File: src/rtl/core/hpq_pkg.sv
`timescale 1ns / 1ps
// ----------------------------------------------------------------------------
// Heap priority queue package
// Sizes, codes and shared types of the binary max-heap priority queue.
// ----------------------------------------------------------------------------
package hpq_pkg;

    localparam int DEPTH        = 64;
    localparam int PAYLOAD_BITS = 32;
    localparam int PRIO_W       = 32;
    localparam int IDX_W        = $clog2(DEPTH);
    localparam int CNT_W        = $clog2(DEPTH + 1);
    localparam int CHILD_W      = IDX_W + 2;

    typedef enum logic [1:0] {
        OP_PUSH  = 2'd0,
        OP_POP   = 2'd1,
        OP_PEEK  = 2'd2,
        OP_CLEAR = 2'd3
    } op_t;

    typedef enum logic [1:0] {
        ST_OK    = 2'd0,
        ST_EMPTY = 2'd1,
        ST_FULL  = 2'd2
    } status_t;

    typedef enum logic [3:0] {
        S_IDLE,
        S_UP_RD,
        S_UP_CMP,
        S_UP_FIN,
        S_RD_TOP,
        S_TOP,
        S_DN_RD,
        S_DN_CMP,
        S_DONE
    } state_t;

    typedef enum logic {
        MODE_UP,
        MODE_DOWN
    } cmp_mode_t;

    typedef enum logic [1:0] {
        SEL_NONE,
        SEL_A,
        SEL_B
    } cmp_sel_t;

    typedef struct packed {
        logic [PAYLOAD_BITS-1:0] payload;
        logic signed [PRIO_W-1:0] prio;
    } entry_t;

    typedef struct packed {
        cmp_mode_t                mode;
        logic signed [PRIO_W-1:0] item_prio;
        logic signed [PRIO_W-1:0] a_prio;
        logic                     a_ok;
        logic signed [PRIO_W-1:0] b_prio;
        logic                     b_ok;
    } cmp_in_t;

endpackage

File: src/rtl/core/hpq_cmp.sv
`timescale 1ns / 1ps
// ----------------------------------------------------------------------------
// Heap compare unit
// Signed priority compare shared by the sift-up and sift-down steps.
// ----------------------------------------------------------------------------
module hpq_cmp (
    input  hpq_pkg::cmp_in_t  cmp_in,
    output hpq_pkg::cmp_sel_t sel
);
    import hpq_pkg::*;

    logic a_gt_item;
    logic b_gt_item;
    logic b_gt_a;
    logic item_gt_a;

    assign a_gt_item = $signed(cmp_in.a_prio) > $signed(cmp_in.item_prio);
    assign b_gt_item = $signed(cmp_in.b_prio) > $signed(cmp_in.item_prio);
    assign b_gt_a    = $signed(cmp_in.b_prio) > $signed(cmp_in.a_prio);
    assign item_gt_a = $signed(cmp_in.item_prio) > $signed(cmp_in.a_prio);

    always_comb
    begin
        sel = SEL_NONE;
        case (cmp_in.mode)
            MODE_UP:
            begin
                // The rising entry passes its parent only when strictly greater.
                if (cmp_in.a_ok && item_gt_a)
                begin
                    sel = SEL_A;
                end
            end
            MODE_DOWN:
            begin
                // The left child wins ties; a child must beat the best so far.
                if (cmp_in.a_ok && a_gt_item)
                begin
                    sel = SEL_A;
                    if (cmp_in.b_ok && b_gt_a)
                    begin
                        sel = SEL_B;
                    end
                end
                else if (cmp_in.b_ok && b_gt_item)
                begin
                    sel = SEL_B;
                end
            end
            default:
            begin
                sel = SEL_NONE;
            end
        endcase
    end

endmodule

File: config.mk
export PLATFORM = sky130hd
export DESIGN_NAME = hpq_cmp
export DESIGN_NICKNAME = d
export VERILOG_FILES = /design/src/rtl/core/hpq_pkg.sv /design/src/rtl/core/hpq_cmp.sv
export SDC_FILE = /design/constraint.sdc
export NUM_CORES = 1
export LEC_CHECK = 0
export BUFFER_PORTS_ARGS = -buffer_cell sky130_fd_sc_hd__buf_2
export CORE_MARGIN = 2
export CORE_UTILIZATION = 47
export DETAILED_ROUTE_END_ITERATION = 7
export PLACE_DENSITY = 0.9
export SLEW_MARGIN = 20
export SYNTH_ARGS = -nofsm -noshare
export SYNTH_HDL_FRONTEND = slang
export SYNTH_SLANG_ARGS = --single-unit
File: constraint.sdc
create_clock -name vclk -period 2.4
set_input_delay 0.36 -clock vclk [all_inputs]
set_output_delay 0.36 -clock vclk [all_outputs]
set_load 0.005 [all_outputs]
# == Yosys cells after proc, flatten, opt, wreduce, memory -nomap -nowiden ==
# Cells that the tools add are included.
# classes
n_lt_le_gt_ge,4
muxes,5
bitwise_logic,1
reduce_logical,4
# ops
op,n
> comparator 32 bit,4
two-way mux 2 bit,3
logical AND 1 bit,4
case mux 2 bit (2 select lines),1
two-way mux 1 bit,1
inverter 1 bit,1
# word_totals
ff_bits,0
input_bits,99
elab_cells,14

# == Logic depth before layout (Yosys ltp) ==
# Gate-level depths: netlist (run 1).
# depth
ltp_word,5
mapped_depth,9

# == Least setup slack after synthesis (run 1) ==
# No wires, ideal clock.
# synth_path
path_kind,input -> output
from,input cmp_in[41] (netlist name)
to,output sel[1]
t_arrival_ps,2027
required_ps,2040
setup_slack_ps,13
path_stages,9
path_cell_list,inv_1 ha_1 a21oi_2 o21ai_1 a221oi_2 o32a_2 nand4_1 mux2_4 o32ai_1
# synth_via
elab_chain_cells,5
# synth_rtl
item,line_no,rtl
from (decl),hpq_cmp.sv:7,"input hpq_pkg::cmp_in_t cmp_in,"
> comparator 32 bit,hpq_cmp.sv:19,assign b_gt_a = $signed(cmp_in.b_prio) > $signed(cmp_in.a_prio);
logical AND 1 bit,hpq_cmp.sv:40,if (cmp_in.b_ok && b_gt_a)
two-way mux 2 bit,hpq_cmp.sv:40,
two-way mux 2 bit *,hpq_cmp.sv:37,if (cmp_in.a_ok && a_gt_item)
case mux 2 bit (2 select lines) *,hpq_cmp.sv:25,case (cmp_in.mode)
to (decl),hpq_cmp.sv:8,output hpq_pkg::cmp_sel_t sel
# Every way passes the cells marked *; elsewhere a longest branch is shown, timed or not.

# == Worst setup path after layout (run 1) ==
# layout_path
from,input cmp_in[39] (netlist name)
to,output sel[0]
# layout_via
elab_chain_cells,5
# layout_rtl
item,line_no
> comparator 32 bit,hpq_cmp.sv:19
logical AND 1 bit,hpq_cmp.sv:40
two-way mux 2 bit,hpq_cmp.sv:40
two-way mux 2 bit,hpq_cmp.sv:37
case mux 2 bit (2 select lines) *,hpq_cmp.sv:25
# Marked as above.

==> results of run 1 <==
worst max path at each step:
stage,end,start,cells after the start
CTS,sel[0],cmp_in[2],10
detailed placement,sel[1],cmp_in[8],10
global placement,sel[1],cmp_in[8],10
global route,sel[1],cmp_in[80],11
finish,sel[0],cmp_in[39],10
floorplan,sel[1],cmp_in[41],9
worst max-delay path, stage by stage:
cell	delay [ns]
buf_2	0.09
inv_1	0.05
ha_1	0.31
nand4_1	0.18
a2111oi_2	0.40
o31ai_1	0.13
nand4_1	0.13
mux2_4	0.32
a22o_1	0.25
buf_2	0.13
synthesized netlist by cell type (3+ instances only):
cell and number:
a21o_1 5, a21oi_1 36, and4_1 4, ha_1 96, inv_1 73, nand2_1 23
nand2b_1 3, nand3_1 8, nand4_1 18, nor2_1 6, nor2b_1 3, nor3_1 3
o211ai_1 4, o21ai_0 10, o21ai_1 7
power by group through the flow:
stage / Clock [mW] / Sequential (mW) / Combinational [mW]
after floorplan: 0 / 0 / 0.308
after global placement: 0 / 0 / 0.567
after detailed placement: 0 / 0 / 0.607
after CTS: 0 / 0 / 0.674
after global routing: 0 / 0 / 0.838
final: 0 / 0 / 0.766
cells by family (layout without fill, tap and decap cells):
kind of cell,Yosys count,after routing,share of synthesized area
buffers and inverters,73,254,0.111
and+or+nand+nor,77,77,0.171
adders and majority gates,96,96,0.487
muxes,3,3,0.0142
AOI/OAI and AO/OA,85,85,0.217
per-stage QoR:
| step | setup TNS (ns) | total power, mW | hold WS, ns |
|---|---|---|---|
| floorplan | 0 | 0.308 | 0.848 |
| global placement | -0.688 | 0.567 | 1.11 |
| detailed placement | -0.741 | 0.607 | 1.11 |
| CTS | -0.497 | 0.674 | 1.13 |
| global route | -0.833 | 0.838 | 1.15 |
| finish | -0.625 | 0.766 | 1.15 |
final cells by class:
type / instances / area (µm²) / area share
Inverter: 73 / 282 / 0.0673
Multi-Input combinational cell: 261 / 2610 / 0.625
Timing Repair Buffer: 181 / 1200 / 0.287
Tap cell: 70 / 87.6 / 0.0209
per-layer routing:
metal / up-vias / share of wire / global-route usage
li1: 1586 / - / -
met2: 157 / 0.54 / 0.594
met5: - / 0 / 0
met4: 0 / 0.036 / 0.0873
met3: 43 / 0.050 / 0.0308
met1: 1540 / 0.38 / 0.292
what timing repair did:
action                     in CTS  in global routing
hold endpoints to repair        0                  0
buffers inserted                3                  4
setup endpoints to repair       2                  2
gates resized for setup        44                 50
pin swaps                      34                 29
hold buffers                    0                  0
==> flow_summary.json, run 1 <==
{
  "grt_setup_unrepaired": "yes",
  "design.die.area_um2": 5850,
  "share_comb_of_total_power": 1.000,
  "hold_critical_path_endpoint": "sel[1]",
  "detailed_place_hpwl_mm": 7.03,
  "worst-setup-path-type": "in2out",
  "layout.clock_buffers": 0,
  "num_antenna_cells": 0,
  "post_drt_wl_per_cell_um": 16.1,
  "power_switching_uw": 371,
  "number_of_setup_violations_in_the_final_report": 2,
  "grt_max_degree": 6,
  "avgSynthCellArea_um2": 7.39,
  "floorplan.core_area_um2": 5070,
  "violations_in_the_final_reports": "negative setup slack",
  "io_pins": 101,
  "layout-drive-gt1-share": 0.482,
  "dpl_worst_slack_ns": -0.416,
  "final_common_cell": "buf_2",
  "sw_frac_of_total": 0.484,
  "synth.distinct_cells": 45,
  "post_synth_main_area_contributors": "ha_1, inv_1, a21oi_1",
  "final-hold-violation-count": 0,
  "number_of_sequential_cells_in_the_layout": 0,
  "synthesis.area_um2": 2470,
  "synthDominantAreaCellType": "ha_1",
  "io_buffers": 101,
  "power_density_nw_per_um2": 183,
  "hold_class": "in2out",
  "power.clock.fraction": 0,
  "setup.worst_path.end_class": "output pin",
  "overflow": 0,
  "final_antenna_net_count": 0,
  "timing.final.max_slew_violations": 0,
  "first_global_vias": 3397,
  "finalCoreUtilization": 0.824,
  "synth-seq-area-share": 0,
  "period_share": 1.13,
  "synthToLayoutAreaGrowth_pct": 69.4,
  "internal_power_uw": 395,
  "finalCriticalPeriod_ns": 2.71,
  "dr_total_vias": 3326,
  "start_kind": "input pin",
  "global_route.usage.total": 0.286,
  "seq_area_um2": 0,
  "finalWirelength_mm": 9.41,
  "worst_hold_path.num_cells": 4,
  "gp_congestion": 0.920,
  "postLayoutSetupSlackWorst_ns": -0.314,
  "rows": 26,
  "placed_cells": 578,
  "drcViolationCount": 0,
  "n_fill_cell": 308,
  "power.share.sequential": 0,
  "max_slew_headroom_at_the_worst_pin": 0.765,
  "grt_pass1_wl_mm": 14.0,
  "design.final.nets": 712,
  "final_cell_mix": "buf_2, buf_4, ha_1, inv_1, a21oi_1",
  "synth_top_cell_area_share": 0.487,
  "run_status": "finished with violations",
  "crit_required_ns": 2.04,
  "synth_cells": 334,
  "layout.cells.non_filler": 585,
  "chipHeight_um": 76.5,
  "p_leak_nw": 2.27,
  "irDropWorstVdd_mv": 0.102,
  "post_drt_via_cell_ratio": 5.69,
  "worst_hold_startpoint": "cmp_in[98]",
  "initial_core_util": 0.486,
  "number_of_antenna_violations_at_the_first_check_in_global_routing": 0,
  "mappedNetlistNets": 529,
  "worst-endpoint-arrival_ns": 2.35,
  "cp_max_fo": 2,
  "placed_cell_areas_um2": 3610,
  "timing.max_cap.violations": 0,
  "drt-pass1-iter-count": 4,
  "first_iter_violations": 162,
  "max_freq_mhz": 369,
  "post-route-cell-area_um2": 4180,
  "yosysWarningCount": 0,
  "dieWidth_um": 76.5,
  "worst-slew-pin-transition_ns": 0.349
}
No activity file was read; power rests on OpenSTA's default activity.
==> inputs of run 2 (changes only) <==
==> constraint.sdc (replaced) <==
create_clock -name vclk -period 2.4
set_input_delay 0.12 -clock vclk [all_inputs]
set_output_delay 0.12 -clock vclk [all_outputs]
set_load 0.005 [all_outputs]
==> run 2 against run 1 <==
Design area down 24%. Sequential cell count unchanged. Global-route usage down 7.0 points. Sequential share of layout area unchanged. Via count down 17%. Critical path type unchanged. Final cell count down 13%. Fmax up 16%. The run now ends clean. First-iteration DRC count down 57%. Power down 31%.
==> flow_summary.json, run 2 (synthesized netlist as in run 1, its figures left out) <==
{
  "final_antenna_net_count": 0,
  "grt_pass1_wl_mm": 11.0,
  "detailed_place_hpwl_mm": 6.16,
  "number_of_setup_violations_in_the_final_report": 0,
  "setup.worst_path.end_class": "output pin",
  "p_leak_nw": 1.87,
  "timing.max_cap.violations": 0,
  "final_cell_mix": "buf_2, ha_1, inv_1, a21oi_1, nand2_1",
  "max_freq_mhz": 427,
  "io_pins": 101,
  "chipHeight_um": 76.5,
  "postLayoutSetupSlackWorst_ns": 0.0564,
  "finalPower_uw": 532,
  "hold_class": "in2out",
  "dieWidth_um": 76.5,
  "post_drt_via_cell_ratio": 5.43,
  "dr_total_vias": 2759,
  "max_slew_headroom_at_the_worst_pin": 0.731,
  "number_of_sequential_cells_in_the_layout": 0,
  "cts.repair_timing.setup_buffer_count": 0,
  "design.final.nets": 635,
  "run_status": "finished clean",
  "seq_area_um2": 0,
  "drt-pass1-iter-count": 4,
  "worst_hold_startpoint": "cmp_in[33]",
  "first_iter_violations": 70,
  "cts.hold.buffers_added": 0,
  "first_global_vias": 2690,
  "grt_setup_unrepaired": "no",
  "worst-setup-path-type": "in2out",
  "worst_setup_path_startpoint": "cmp_in[8]",
  "synthToLayoutAreaGrowth_pct": 28.1,
  "num_antenna_cells": 0,
  "power_density_nw_per_um2": 168,
  "finalWirelength_mm": 6.77,
  "final_common_cell": "buf_2",
  "design.die.area_um2": 5850,
  "post-route-cell-area_um2": 3160,
  "irDropWorstVdd_mv": 0.0893,
  "drcViolationCount": 0,
  "post_drt_wl_per_cell_um": 13.3,
  "overflow": 0,
  "global_route.usage.total": 0.216,
  "start_kind": "input pin",
  "gp_congestion": 0.912,
  "number_of_antenna_violations_at_the_first_check_in_global_routing": 0,
  "placed_cell_areas_um2": 3080,
  "floorplan.core_area_um2": 5070,
  "finalCriticalPeriod_ns": 2.34,
  "period_share": 0.976,
  "grt_max_degree": 6,
  "worst-slew-pin-transition_ns": 0.401,
  "initial_core_util": 0.486,
  "cp_max_fo": 3,
  "dpl_worst_slack_ns": -0.0345,
  "layout.clock_buffers": 0,
  "rows": 26,
  "crit_required_ns": 2.28,
  "layout-drive-gt1-share": 0.279,
  "io_buffers": 101,
  "final-hold-violation-count": 0,
  "timing.final.max_slew_violations": 0,
  "worst-endpoint-arrival_ns": 2.22
}
==> run 2: where the power goes <==
group | internal [mW] | total, mW | switching, mW | leakage [nW]
clock | 0 | 0 | 0 | 0
sequential | 0 | 0 | 0 | 0
combinational | 0.250 | 0.532 | 0.282 | 1.87
total | 0.250 | 0.532 | 0.282 | 1.87
==> run 2: critical path: stages <==
cell and delay [ns]:
buf_2 0.11, ha_1 0.35, a21oi_2 0.16, o21ai_1 0.10
a221oi_2 0.28, o32a_2 0.18, nand4_1 0.12, mux2_4 0.34
o32ai_2 0.29, buf_2 0.17
==> run 2: final cells by class <==
| class | count | area [µm²] |
|---|---|---|
| repair buffers | 104 | 528 |
| multi-input cells | 261 | 2270 |
| inverters | 73 | 274 |
| well taps | 70 | 87.6 |
| fillers | 494 | 1910 |
==> run 2: worst paths after layout <==
| path | slack, ns | depth (start not counted) | endpoint |
|---|---|---|---|
| hold / removal | 0.65 | 4 | sel[1] |
| setup / recovery | 0.06 | 10 | sel[1] |
==> run 2: routing by layer <==
metal  global-route usage  wire (µm)
met1                0.265       2960
met2                0.412       3290
met3               0.0118        359
met4               0.0418        160
met5                    0          0
==> run 2: repair_timing <==
item	in CTS	in global routing
resized for setup	1	11
pin swaps	0	6
endpoints found under the setup margin	1	1
cloned	0	0
==> run 2: per-stage QoR <==
stage / setup TNS [ns] / utilization / hold slack [ns] / cells
6_report: 0 / 0.623 / 0.655 / 508
5_1_grt: 0 / 0.623 / 0.655 / 508
4_1_cts: 0 / 0.608 / 0.640 / 508
3_5_place_dp: -0.0345 / 0.608 / 0.640 / 508
3_3_place_gp: 0 / 0.608 / 0.634 / 508
2_1_floorplan: 0 / - / 0.368 / 334
==> inputs of run 3 (changes only) <==
--- a/config.mk
+++ b/config.mk
@@ -5,6 +5,7 @@
 export SDC_FILE = /design/constraint.sdc
 export NUM_CORES = 1
 export LEC_CHECK = 0
+export ABC_AREA = 1
 export BUFFER_PORTS_ARGS = -buffer_cell sky130_fd_sc_hd__buf_2
 export CORE_MARGIN = 2
 export CORE_UTILIZATION = 47
==> run 3 against run 2 <==
Critical path depth grew 6. Setup slack gained 0.47 ns. Highest routed layer unchanged. Largest power group unchanged. Routed wire length shrank 8.5%. Via count grew 0.72%.
==> flow_summary.json, run 3 <==
{
  "final.setup.tns_ns": 0,
  "finalCriticalPeriod_ns": 1.88,
  "synthToLayoutAreaGrowth_pct": 23.3,
  "io_pins": 101,
  "layout.cells.non_filler": 569,
  "yosys-top-cells-count": "ha_1, nand2_1, inv_1",
  "post_drt_via_cell_ratio": 4.88,
  "period_share": 0.782,
  "final_common_cell": "buf_2",
  "detailed_place_hpwl_mm": 5.94,
  "layout-drive-gt1-share": 0.230,
  "gp_congestion": 0.875,
  "synth.distinct_cells": 25,
  "layout.clock_buffers": 0,
  "power_density_nw_per_um2": 164,
  "postLayoutSetupSlackWorst_ns": 0.524,
  "dpl_worst_slack_ns": 0.523,
  "final_cell_mix": "buf_2, nand2_1, ha_1, inv_1, a21oi_1",
  "timing.final.max_slew_violations": 0,
  "yosysWarningCount": 0,
  "power.share.sequential": 0,
  "fin_worst_hold_slack_ns": 0.573,
  "finalPower_uw": 516,
  "run_status": "finished clean",
  "cts.repair_timing.setup_buffer_count": 0,
  "sw_frac_of_total": 0.548,
  "synthesis.area_um2": 2540,
  "post_cts_resized": 0,
  "synth_cells": 398,
  "irDropWorstVdd_mv": 0.0722,
  "dr_total_vias": 2779,
  "start_kind": "input pin",
  "dieWidth_um": 77.6,
  "rows": 26,
  "grt_max_degree": 5,
  "seq_area_um2": 0,
  "timing.max_cap.violations": 0,
  "grt_pass1_wl_mm": 10.5,
  "avgSynthCellArea_um2": 6.39,
  "grt_setup_unrepaired": "no",
  "mappedNetlistNets": 593,
  "placed_cells": 569,
  "chipHeight_um": 77.6,
  "final-hold-violation-count": 0,
  "synth-seq-area-share": 0,
  "design.final.nets": 696,
  "drt-pass1-iter-count": 4,
  "hold_class": "in2out",
  "power_switching_uw": 283,
  "post_synth_main_area_contributors": "ha_1, nand2_1, inv_1",
  "design.die.area_um2": 6020,
  "io_buffers": 101,
  "worst-endpoint-arrival_ns": 1.76,
  "synth_top_cell_area_share": 0.472,
  "drcViolationCount": 0,
  "first_iter_violations": 75,
  "cp_max_fo": 2,
  "overflow": 0,
  "worst-slew-pin-transition_ns": 0.299,
  "power.clock.fraction": 0,
  "initial_core_util": 0.492,
  "p_leak_nw": 2.03,
  "n_fill_cell": 483,
  "num_antenna_cells": 0,
  "number_of_setup_violations_in_the_final_report": 0,
  "crit_required_ns": 2.28,
  "synthDominantAreaCellType": "ha_1",
  "finalWirelength_mm": 6.19,
  "global_route.usage.total": 0.202,
  "first_global_vias": 2691,
  "final_antenna_net_count": 0,
  "internal_power_uw": 233,
  "share_comb_of_total_power": 1.000,
  "setup.worst_path.end_class": "output pin",
  "cts.hold.buffers_added": 0,
  "post_drt_wl_per_cell_um": 10.9,
  "max_freq_mhz": 533,
  "number_of_sequential_cells_in_the_layout": 0,
  "max_slew_headroom_at_the_worst_pin": 0.799,
  "number_of_antenna_violations_at_the_first_check_in_global_routing": 0,
  "floorplan.core_area_um2": 5170,
  "worst-setup-path-type": "in2out"
}
## run 3: layer usage
| metal | up-vias | GRT usage | share of wire |
|---|---|---|---|
| met2 | 71 | 0.390 | 0.48 |
| met4 | 0 | 0.0250 | 0.0081 |
| met1 | 1185 | 0.245 | 0.45 |
| li1 | 1516 | - | - |
| met3 | 7 | 0.0198 | 0.056 |
| met5 | - | 0 | 0 |
## run 3: final timing paths
kind | start | endpoint | cells past startpoint
setup / recovery | cmp_in[55] | sel[1] | 16
hold / removal | cmp_in[98] | sel[1] | 4
## run 3: logic make-up (layout without fill, tap and decap cells)
kind of cell / after synthesis / in the layout / share of synthesized area
buffers and inverters: 85 / 186 / 0.125
and+or+nand+nor: 155 / 155 / 0.269
AOI/OAI and AO/OA: 62 / 62 / 0.134
adders and majority gates: 96 / 96 / 0.472
## run 3: cell type report
type | instances | area [µm²] | area share
inverters | 85 | 319 | 0.102
multi-input cells | 313 | 2220 | 0.709
well taps | 70 | 87.6 | 0.0279
repair buffers | 101 | 505 | 0.161
## run 3: worst max-delay path: stages
cell     delay [ns]
buf_2          0.07
inv_1          0.05
ha_1           0.31
a21oi_1        0.17
nor2_1         0.05
nor2_1         0.08
nand3_1        0.09
a21oi_1        0.20
nand2_1        0.08
nand2_1        0.08
nand2_1        0.08
nor2_2         0.10
nand2_1        0.05
nand2_1        0.06
nor2_2         0.03
buf_2          0.12
## run 3: per-stage QoR
step	instance area (µm²)	utilization
final	3140	0.606
after global placement	3140	0.606
after detailed placement	3140	0.606
after global routing	3140	0.606
after floorplan	2540	-
after CTS	3140	0.606
## run 3: power by group through the flow
stage	Sequential [mW]	Clock (mW)	Combinational, mW
floorplan	0	0	0.329
global placement	0	0	0.492
detailed placement	0	0	0.516
CTS	0	0	0.520
global route	0	0	0.605
finish	0	0	0.516
